--- src/design/ppz_pkg.sv ---
// Shared types and constants for the point projection z-buffer plotter.
// No dependencies.
package ppz_pkg;
  localparam logic OP_PLOT = 1'b0;
  localparam logic OP_READ = 1'b1;

  localparam logic [2:0] FACE_BACK   = 3'd0;
  localparam logic [2:0] FACE_FRONT  = 3'd1;
  localparam logic [2:0] FACE_RIGHT  = 3'd2;
  localparam logic [2:0] FACE_LEFT   = 3'd3;
  localparam logic [2:0] FACE_TOP    = 3'd4;
  localparam logic [2:0] FACE_BOTTOM = 3'd5;

  localparam logic [2:0] REG_SIN_A = 3'd0;
  localparam logic [2:0] REG_COS_A = 3'd1;
  localparam logic [2:0] REG_SIN_B = 3'd2;
  localparam logic [2:0] REG_COS_B = 3'd3;
  localparam logic [2:0] REG_SCALE = 3'd4;
  localparam logic [2:0] REG_EYE   = 3'd5;
  localparam logic [2:0] REG_OFF_X = 3'd6;
  localparam logic [2:0] REG_OFF_Y = 3'd7;

  localparam logic [1:0] COLOUR_BLANK = 2'd0;
  localparam logic [1:0] COLOUR_GREEN = 2'd1;
  localparam logic [1:0] COLOUR_GREY  = 2'd2;

  localparam logic [3:0] GLYPH_MAX = 4'd11;

  // Work handed from the front end to the cell update stage.
  typedef struct packed {
    logic       is_read;
    logic       live;      // plot survived lighting, depth, clip
    logic [8:0] col;
    logic [8:0] row;
    logic [15:0] ooz;
    logic [3:0] glyph;
    logic [1:0] colour;
  } ppz_cmd_t;
endpackage

--- src/design/ppz_queue.sv ---
// Two-entry queue between front end and cell update stage.
// Depends on ppz_pkg.
module ppz_queue import ppz_pkg::*; (
  input  logic     clk,
  input  logic     rst,
  input  logic     in_valid,
  output logic     in_ready,
  input  ppz_cmd_t in_cmd,
  output logic     out_valid,
  input  logic     out_ready,
  output ppz_cmd_t out_cmd
);
  ppz_cmd_t slot [2];
  logic       wp, rp;
  logic [1:0] cnt;

  assign in_ready  = (cnt != 2'd2);
  assign out_valid = (cnt != 2'd0);
  assign out_cmd   = slot[rp];

  always_ff @(posedge clk) begin
    if (in_valid && in_ready) slot[wp] <= in_cmd;
    if (rst) begin
      wp <= 1'b0; rp <= 1'b0; cnt <= 2'd0;
    end else begin
      if (in_valid && in_ready) wp <= ~wp;
      if (out_valid && out_ready) rp <= ~rp;
      cnt <= cnt + 2'(in_valid && in_ready) - 2'(out_valid && out_ready);
    end
  end

`ifndef SYNTHESIS
  a_cnt: assert property (@(posedge clk) disable iff (rst) cnt <= 2'd2)
    else $error("queue overflow");
  a_hold: assert property (@(posedge clk) disable iff (rst)
    out_valid && !out_ready && !(in_valid && in_ready) |=> cnt == $past(cnt))
    else $error("queue count moved");
  a_ptr: assert property (@(posedge clk) disable iff (rst)
    cnt == 2'd0 |-> wp == rp) else $error("pointer skew");
`endif
endmodule

--- config.mk ---
export PLATFORM = sky130hd
export DESIGN_NAME = ppz_queue
export DESIGN_NICKNAME = d
export VERILOG_FILES = /design/src/design/ppz_pkg.sv /design/src/design/ppz_queue.sv
export SDC_FILE = /design/constraint.sdc
export NUM_CORES = 1
export LEC_CHECK = 0
export BUFFER_PORTS_ARGS = -buffer_cell sky130_fd_sc_hd__buf_2
export CORE_ASPECT_RATIO = 0.5
export CORE_MARGIN = 3
export CORE_UTILIZATION = 35
export CTS_CLUSTER_SIZE = 28
export DETAILED_ROUTE_END_ITERATION = 16
export GPL_ROUTABILITY_DRIVEN = 0
export PLACE_DENSITY = 0.56
export SKIP_LAST_GASP = 1
export SLEW_MARGIN = 10
export SYNTH_ARGS = -nofsm -noshare
export SYNTH_HDL_FRONTEND = slang
export SYNTH_SLANG_ARGS = --single-unit
--- constraint.sdc ---
create_clock -name clk -period 3.8 [get_ports clk]
set_clock_uncertainty 0.05 [all_clocks]
set_input_delay 0.57 -clock clk [delete_from_list [all_inputs] [get_ports clk]]
set_output_delay 0.57 -clock clk [all_outputs]
set_load 0.02 [all_outputs]
==> impl_metrics.toml, run 1 <==
[die]
die_w_um = 146.9
dieArea_um2 = 11230
die_h_um = 76.46
core-area_um2 = 9540
rows = 25
ios = 90
initial_utilization_pct = 36.42

[clocking]
cts_tree = "done"
cts-resized-gates = 0
cts_made_buffers = 9
cts.sinks = 89
cts.path.max_buffers = 2
ctsHoldBuffers = 0
cts_setup_buffers = 0
clockRootBuffer = "clkbuf_16"
clk_pin_slew_ps = 60
cts.htree.levels = 3
clk_latency_ps = 330

[final_layout]
final_nets = 300
drive_above_1_share_pct = 59.53
fill_cells = 850
n_antenna_cell = 0
area_growth_pct = 25.32

[synth]
syn_nets = 203
synthesis.area_um2 = 3475
ys_types = 17
syn_inst = 155
synth-seq-cells = 89
yosys_warnings = 0
seq_area_frac_synth_pct = 75.48
syn_area_per_cell_um2 = 22.42

[setup_path]
worst-path-buf-inv = 2
worst_r2r_path_depth = 4
crit_required_ps = 3180
worstPathArrival_ps = 1910
crit_family = "flip-flops"
worstPathCellList = "buf_12 > mux2_1 > buf_2"
startpoint_type = "flip-flop"
cp_slowest_cell = "dfxtp_2"
worst-path-max-fanout = 24
r2r_slack_ps = 1890
cpPeakStageDelay_ps = 770
timing.rr.end = "slot[0][7]$_DFFE_PP_"
endpoint_kind = "output pin"
critPathKind = "flip-flop to output pin"
timing.rr.start = "cnt[0]$_SDFF_PP0_"

[timing]
fmax_mhz = 394.7
fin_crit_ps = 2534
period_share_pct = 66.67
max_slew.worst_pin.slew_ps = 1016
hold_viol_final = 0
fin_ws_ps = 1266
tns_ps = 0
setup_viol = 0
rsz0062_at_grt = "false"
slew_headroom_pct = 32.26
drv_slew = 0

[placement]
pre_cts_slack_ps = 1584
dp_hpwl_um = 3974
portBuffers = 89

[global_routing]
grt_overflow_total = 0
grt_max_degree = 43
grt_util_all_layers_pct = 11.17
grt_pass1_vias = 1890
antenna_found_initial = 1
grt_pass1_wl_um = 9515

[pwr]
ir_drop_v = 0.0003369
powerDensity_nw_per_um2 = 697.9
cellLeakagePower_uw = 0.001716

[route]
ant_nets = 0
routedWlPerCell_um = 14.99
drc = 0
wl_um = 5875
drt-initial-drc-count = 82
firstDrtPassIters = 4
vias = 1677
viasPerCell = 4.278

[job]
cap_violations = 0

[hold_path]
min_delay_path_depth = 1
worstHoldEndpoint = "slot[1][30]$_DFFE_PP_"
hp-start = "in_cmd[30]"
min_path_type = "primary input to flip-flop"

[outcome]
status = "completed"
[cell usage in the layout, fill, tap and decap left out, types with 2 or more instances in the layout]
cell type and n:
dfxtp_1 4, clkbuf_16 9, edfxtp_1 84, clkbuf_8 4
mux2_1 2, buf_2 89, ha_1 2, nor2_1 4
mux2_4 41, xnor2_1 2, nor2b_1 2
[layer usage]
metal | routed length (um) | up-vias | track usage [%]
li1 | - | 795 | -
met5 | 7 | - | 0
met4 | 99 | 2 | 4.740
met2 | 3155 | 37 | 19.69
met3 | 375 | 10 | 5.051
met1 | 2237 | 833 | 11.61
[metrics by stage]
stage	total power (uW)	cell area [um^2]	hold slack [ps]	util [%]	cells
2_1_floorplan	1976	3475	430.0	-	155
3_3_place_gp	2147	4035	446.8	42.30	376
3_5_place_dp	2177	4035	458.2	42.30	376
4_1_cts	3095	4354	358.1	45.64	392
5_1_grt	3192	4354	358.2	45.64	392
6_report	3039	4354	375.7	45.64	392
[layout make-up]
class                           count  area [um^2]  area share [%]
Sequential cell                    89         2624           60.26
Multi-Input combinational cell     60        765.7           17.59
Timing Repair Buffer               91        473.0           10.86
Clock buffer                       14        284.0           6.523
Tap cell                          135        168.9           3.879
Clock inverter                      2        35.03          0.8046
Inverter                            1        3.754         0.08621
[power by group]
| group | internal (uW) | switching [uW] |
|---|---|---|
| clock network | 580 | 328 |
| logic | 386 | 432 |
| registers | 1240 | 76.9 |
[registers in the layout (all words and copies together), names as in the netlist, named ones only]
signal,count
rp,1
cnt,2
slot,84
wp,1
[cell families (layout without fill, tap and decap cells)]
family,Yosys count,count (layout),synth area share (%)
AO/OA/AOI/OAI,1,1,0.2521
XOR/XNOR,3,3,0.7563
adder cells (fa/ha/maj),2,2,0.7201
buffers and inverters,6,108,2.737
flip-flops,89,89,75.48
multiplexers,43,43,18.37
AND/OR/NAND/NOR,11,11,1.693
[worst max-delay path by stage]
| stage | startpoint | end | slack [ps] | cells after the start |
|---|---|---|---|---|
| finish | flip-flop | out_cmd[41] | 1270 | 3 |
| global route | flip-flop | out_cmd[41] | 1130 | 3 |
| CTS | flip-flop | out_cmd[41] | 1210 | 3 |
| detailed placement | flip-flop | out_cmd[41] | 1580 | 3 |
| global placement | flip-flop | out_cmd[0] | 1620 | 3 |
| floorplan | cnt[0]$_SDFF_PP0_ | slot[0][0]$_DFFE_PP_ | 900 | 3 |
[synthesized netlist by cell type]
cell	count	area [um^2]
and3_1	1	6.260
o21a_2	1	8.760
nand2_2	1	6.260
edfxtp_1	84	2522
dfxtp_1	5	100.1
buf_12	4	80.08
or2_1	1	6.260
nor2b_1	2	12.51
buf_6	1	11.26
ha_1	2	25.02
nor2_1	5	18.77
xor2_1	1	8.760
xnor2_1	2	17.52
inv_1	1	3.750
mux2_4	41	615.6
mux2_1	2	22.52
nand2b_2	1	8.760
Power figures use the tool's default switching activity.
==> inputs of run 2 (changes only) <==
--- a/config.mk
+++ b/config.mk
@@ -12,7 +12,7 @@
 export CTS_CLUSTER_SIZE = 28
 export DETAILED_ROUTE_END_ITERATION = 16
 export GPL_ROUTABILITY_DRIVEN = 0
-export PLACE_DENSITY = 0.56
+export PLACE_DENSITY = 0.58
 export SKIP_LAST_GASP = 1
 export SLEW_MARGIN = 10
 export SYNTH_ARGS = -nofsm -noshare
==> constraint.sdc (replaced) <==
create_clock -name clk -period 2.32 [get_ports clk]
set_clock_uncertainty 0.05 [all_clocks]
set_input_delay 0.348 -clock clk [delete_from_list [all_inputs] [get_ports clk]]
set_output_delay 0.348 -clock clk [all_outputs]
set_load 0.02 [all_outputs]
==> run 2 against run 1 <==
Net effect:
- worst hold slack worse by 220 ps
- utilization grew 0.41 points
- power up 67%
- clock power up 74%
- non-clock buffer count grew 3
==> impl_metrics.toml, run 2 (synthesized netlist as in run 1, its figures left out) <==
[timing]
rsz0062_at_grt = "false"
fmax_mhz = 520.8
period_share_pct = 82.77
tns_ps = 0
drv_slew = 0
slew_headroom_pct = 64.09
setup_viol = 0
fin_crit_ps = 1920
hold_viol_final = 0
max_slew.worst_pin.slew_ps = 538.7

[route]
wl_um = 5743
firstDrtPassIters = 4
drc = 0
drt-initial-drc-count = 73
routedWlPerCell_um = 14.54
ant_nets = 0
vias = 1676
viasPerCell = 4.243

[outcome]
status = "completed"

[pwr]
p_sw_uw = 1376
cellLeakagePower_uw = 0.001733
sw_frac_of_total_pct = 27.09
seqPwrFrac_pct = 41.1
ir_drop_v = 0.0006225
powerDensity_nw_per_um2 = 1157
internal-power_uw = 3705
combPwrFrac_pct = 27.7
p_clk_share_pct = 31.2

[die]
ios = 90
rows = 25
die_h_um = 76.46
initial_utilization_pct = 36.42
die_w_um = 146.9
core-area_um2 = 9540
dieArea_um2 = 11230

[clocking]
cts_tree = "done"
cts.sinks = 89
cts_made_buffers = 9
clk_pin_slew_ps = 60
cts-resized-gates = 0
ctsHoldBuffers = 0
cts.path.max_buffers = 2
clockRootBuffer = "clkbuf_16"
cts.htree.levels = 3
cts_setup_buffers = 0
clk_latency_ps = 320

[setup_path]
timing.rr.end = "cnt[1]$_SDFF_PP0_"
worst_r2r_path_depth = 8
endpoint_kind = "output pin"
endpoint = "out_cmd[41]"
crit_required_ps = 1920
timing.rr.start = "cnt[0]$_SDFF_PP0_"
r2r_slack_ps = 610
worstPathArrival_ps = 1520
startpoint_type = "flip-flop"
critPathKind = "flip-flop to output pin"
worst-path-max-fanout = 20

[final_layout]
largestRegisters = "slot x84, cnt x2"
n_antenna_cell = 0
largest-register = "slot"
final_area_um2 = 4393
largest_reg_flops = 84
layout_common_cells = "buf_2, edfxtp_1, mux2_4"
final_common_cell = "buf_2"
drive_above_1_share_pct = 59.62
area_growth_pct = 26.43
final_nets = 303

[global_routing]
grt_util_all_layers_pct = 10.75
grt_pass1_vias = 1859
antenna_found_initial = 0
grt_pass1_wl_um = 9204
grt_overflow_total = 0
grt_max_degree = 23

[job]
cap_violations = 0

[placement]
placed_area_um2 = 4058
dp_hpwl_um = 4077
portBuffers = 89

[hold_path]
min_path_type = "primary input to flip-flop"
==> run 2: cell count changes in the layout (fill, tap and decap cells not counted), sizes merged <==
cell,previous run,this run
clkbuf,14,10
clkinv,1,2
bufinv,1,3
buf,91,94
clkinvlp,0,1
==> run 2: how the worst min path moves through the flow <==
| stage | from | end | slack (ps) | cells after the start |
|---|---|---|---|---|
| floorplan | rst | cnt[0]$_SDFF_PP0_ | 370 | 1 |
| finish | in_cmd[3] | slot[1][3]$_DFFE_PP_ | 160 | 1 |
| global placement | rp$_SDFFE_PP0P_ | rp$_SDFFE_PP0P_ | 450 | 2 |
| CTS | in_cmd[21] | slot[1][21]$_DFFE_PP_ | 140 | 1 |
| detailed placement | rp$_SDFFE_PP0P_ | flip-flop | 480 | 2 |
| global route | in_cmd[21] | slot[0][21]$_DFFE_PP_ | 140 | 1 |
==> run 2: per-stage QoR <==
step | hold slack, ps | worst slack, ps | cells | power [uW] | utilization [%]
2_1_floorplan | 369.6 | 118.5 | 155 | 3234 | -
3_3_place_gp | 448.4 | 667.4 | 379 | 3519 | 42.53
3_5_place_dp | 477.4 | 613.6 | 379 | 3563 | 42.53
4_1_cts | 142.1 | 374.5 | 395 | 5157 | 46.05
5_1_grt | 135.5 | 323.3 | 395 | 5323 | 46.05
6_report | 158.3 | 399.8 | 395 | 5081 | 46.05
==> run 2: per-layer routing <==
metal	vias up	track usage, %	wire [um]	share of wire (%)
met5	-	0	0	0
met4	0	3.625	67	1.2
met3	6	4.516	293	5.1
met2	40	19.55	3177	55
met1	827	11.28	2204	38
li1	803	-	-	-
==> run 2: layout make-up <==
class / instances / area, um^2
Sequential cell: 89 / 2624
Clock inverter: 6 / 106.4
Inverter: 1 / 3.754
Multi-Input combinational cell: 60 / 765.7
Clock buffer: 10 / 229.0
Tap cell: 135 / 168.9
Timing Repair Buffer: 94 / 495.5
Fill cell: 843 / 5147
==> run 2: critical path, stage by stage (launching register included) <==
cell and delay [ps]:
dfxtp_2 320, buf_4 340, mux2_1 360, buf_2 160
==> run 2: power groups by stage <==
| stage | Clock [uW] | Sequential [uW] | Combinational, uW |
|---|---|---|---|
| floorplan | 0 | 2110 | 1130 |
| global placement | 0 | 2110 | 1410 |
| detailed placement | 0 | 2120 | 1440 |
| CTS | 1620 | 2090 | 1440 |
| global route | 1700 | 2110 | 1520 |
| finish | 1580 | 2090 | 1410 |
==> inputs of run 3 (changes only) <==
==> constraint.sdc (replaced) <==
create_clock -name clk -period 1.64 [get_ports clk]
set_clock_uncertainty 0.05 [all_clocks]
set_input_delay 0.246 -clock clk [delete_from_list [all_inputs] [get_ports clk]]
set_output_delay 0.246 -clock clk [all_outputs]
set_load 0.02 [all_outputs]
==> run 3 against run 2 <==
Net effect:
- the flow now finishes with violations (negative setup slack)
- power is 42% higher
- worst hold slack worse by 100 ps
- clock power is 32% higher
- via count hardly changed
==> impl_metrics.toml, run 3 (synthesized netlist as in run 1, its figures left out) <==
[die]
die_w_um = 146.9
die_h_um = 76.46
dieArea_um2 = 11230
core-area_um2 = 9540
initial_utilization_pct = 36.42
ios = 90
rows = 25

[outcome]
status = "finished with violations"
violations = "negative setup slack"

[job]
cap_violations = 0

[route]
drt-initial-drc-count = 48
ant_nets = 0
viasPerCell = 4.224
firstDrtPassIters = 4
routedWlPerCell_um = 14.80
vias = 1677
drc = 0
wl_um = 5876

[timing]
rsz0062_at_grt = "true"
slew_headroom_pct = 83.29
max_slew.worst_pin.slew_ps = 250.7
setup_viol = 42
hold_viol_final = 0
fin_ws_ps = -70.60
fmax_mhz = 584.6
period_share_pct = 104.3
fin_crit_ps = 1711
drv_slew = 0

[clocking]
clk_pin_slew_ps = 60
ctsHoldBuffers = 0
clockRootBuffer = "clkbuf_16"
cts.sinks = 89
cts_made_buffers = 9
clk_latency_ps = 320
cts.path.max_buffers = 2
cts_tree = "done"
cts.htree.levels = 3

[hold_path]
worstHoldEndpoint = "slot[1][26]$_DFFE_PP_"
min_path_type = "primary input to flip-flop"
hp-start = "in_cmd[26]"
min_delay_path_depth = 1

[global_routing]
grt_util_all_layers_pct = 10.81
grt_pass1_wl_um = 9294
grt_pass1_vias = 1916
grt_overflow_total = 0
grt_max_degree = 43
antenna_found_initial = 0

[pwr]
cellLeakagePower_uw = 0.001744
powerDensity_nw_per_um2 = 1613
ir_drop_v = 0.0007140

[setup_path]
critPathKind = "flip-flop to output pin"
timing.rr.start = "cnt[0]$_SDFF_PP0_"
crit_required_ps = 1340
r2r_slack_ps = 40
startpoint_type = "flip-flop"
worst-path-max-fanout = 22
worst_r2r_path_depth = 8
endpoint_kind = "output pin"
timing.rr.end = "cnt[1]$_SDFF_PP0_"
worstPathArrival_ps = 1410

[final_layout]
largest_reg_flops = 84
final_nets = 305
layout_common_cells = "buf_2, edfxtp_1, mux2_4"
stdcell_count = 397
finish.utilization_pct = 46.74
drive_above_1_share_pct = 61.07
n_antenna_cell = 0
largestRegisters = "slot x84, cnt x2"
final_common_cell = "buf_2"
area_growth_pct = 28.34
largest-register = "slot"
fill_cells = 855

[placement]
place_inst = 379
portBuffers = 89
dp_hpwl_um = 4057
-- run 3: critical path, stage by stage (launching register included) --
cell     delay [ps]
dfxtp_2         370
buf_12          220
mux2_4          320
buf_2           160
-- run 3: per-layer routing --
layer / vias to the layer above / track usage [%] / wire length, um
met5: - / 0 / 0
met4: 0 / 3.346 / 44
met3: 5 / 4.040 / 257
met2: 32 / 21.48 / 3441
met1: 833 / 10.27 / 2133
li1: 807 / - / -
-- run 3: cell type report --
type / instances / area, um^2 / share of cell area, %
flip-flops and latches: 89 / 2629 / 58.95
multi-input cells: 60 / 785.8 / 17.62
repair buffers: 96 / 560.5 / 12.57
clock buffers: 10 / 229.0 / 5.135
well taps: 135 / 168.9 / 3.788
clock inverters: 6 / 82.58 / 1.852
inverters: 1 / 3.754 / 0.08418
-- run 3: worst max path at each step --
stage                                  from                   end  slack (ps)
after CTS                         flip-flop           out_cmd[33]         -90
after detailed placement  cnt[1]$_SDFF_PP0_     cnt[1]$_SDFF_PP0_          20
after floorplan           cnt[0]$_SDFF_PP0_  slot[0][0]$_DFFE_PP_         -30
after global placement    cnt[1]$_SDFF_PP0_     cnt[1]$_SDFF_PP0_         100
after global routing              flip-flop           out_cmd[33]        -120
final                             flip-flop           out_cmd[33]         -70
-- run 3: where the power goes --
group          internal [uW]  leakage [uW]  switching (uW)
sequential              2870      0.000828             107
clock                   1320      0.000144             764
combinational           1020      0.000773            1110
-- run 3: timing repair --
item	in CTS	in global routing
endpoints found under the setup margin	42	43
pin swaps	0	1
setup buffers	0	2
resized for setup	0	4
-- run 3: through the flow --
step	total power (uW)	setup WS (ps)	hold WS (ps)	area, um^2	TNS, ps
3_3_place_gp	5095	96.92	383.9	4119	0
3_5_place_dp	5150	17.52	388.1	4119	0
5_1_grt	7535	-123.3	37.23	4459	-4293
4_1_cts	7268	-93.47	41.40	4431	-3037
2_1_floorplan	4595	-34.97	260.2	3495	-1469
6_report	7193	-70.60	57.17	4459	-1983
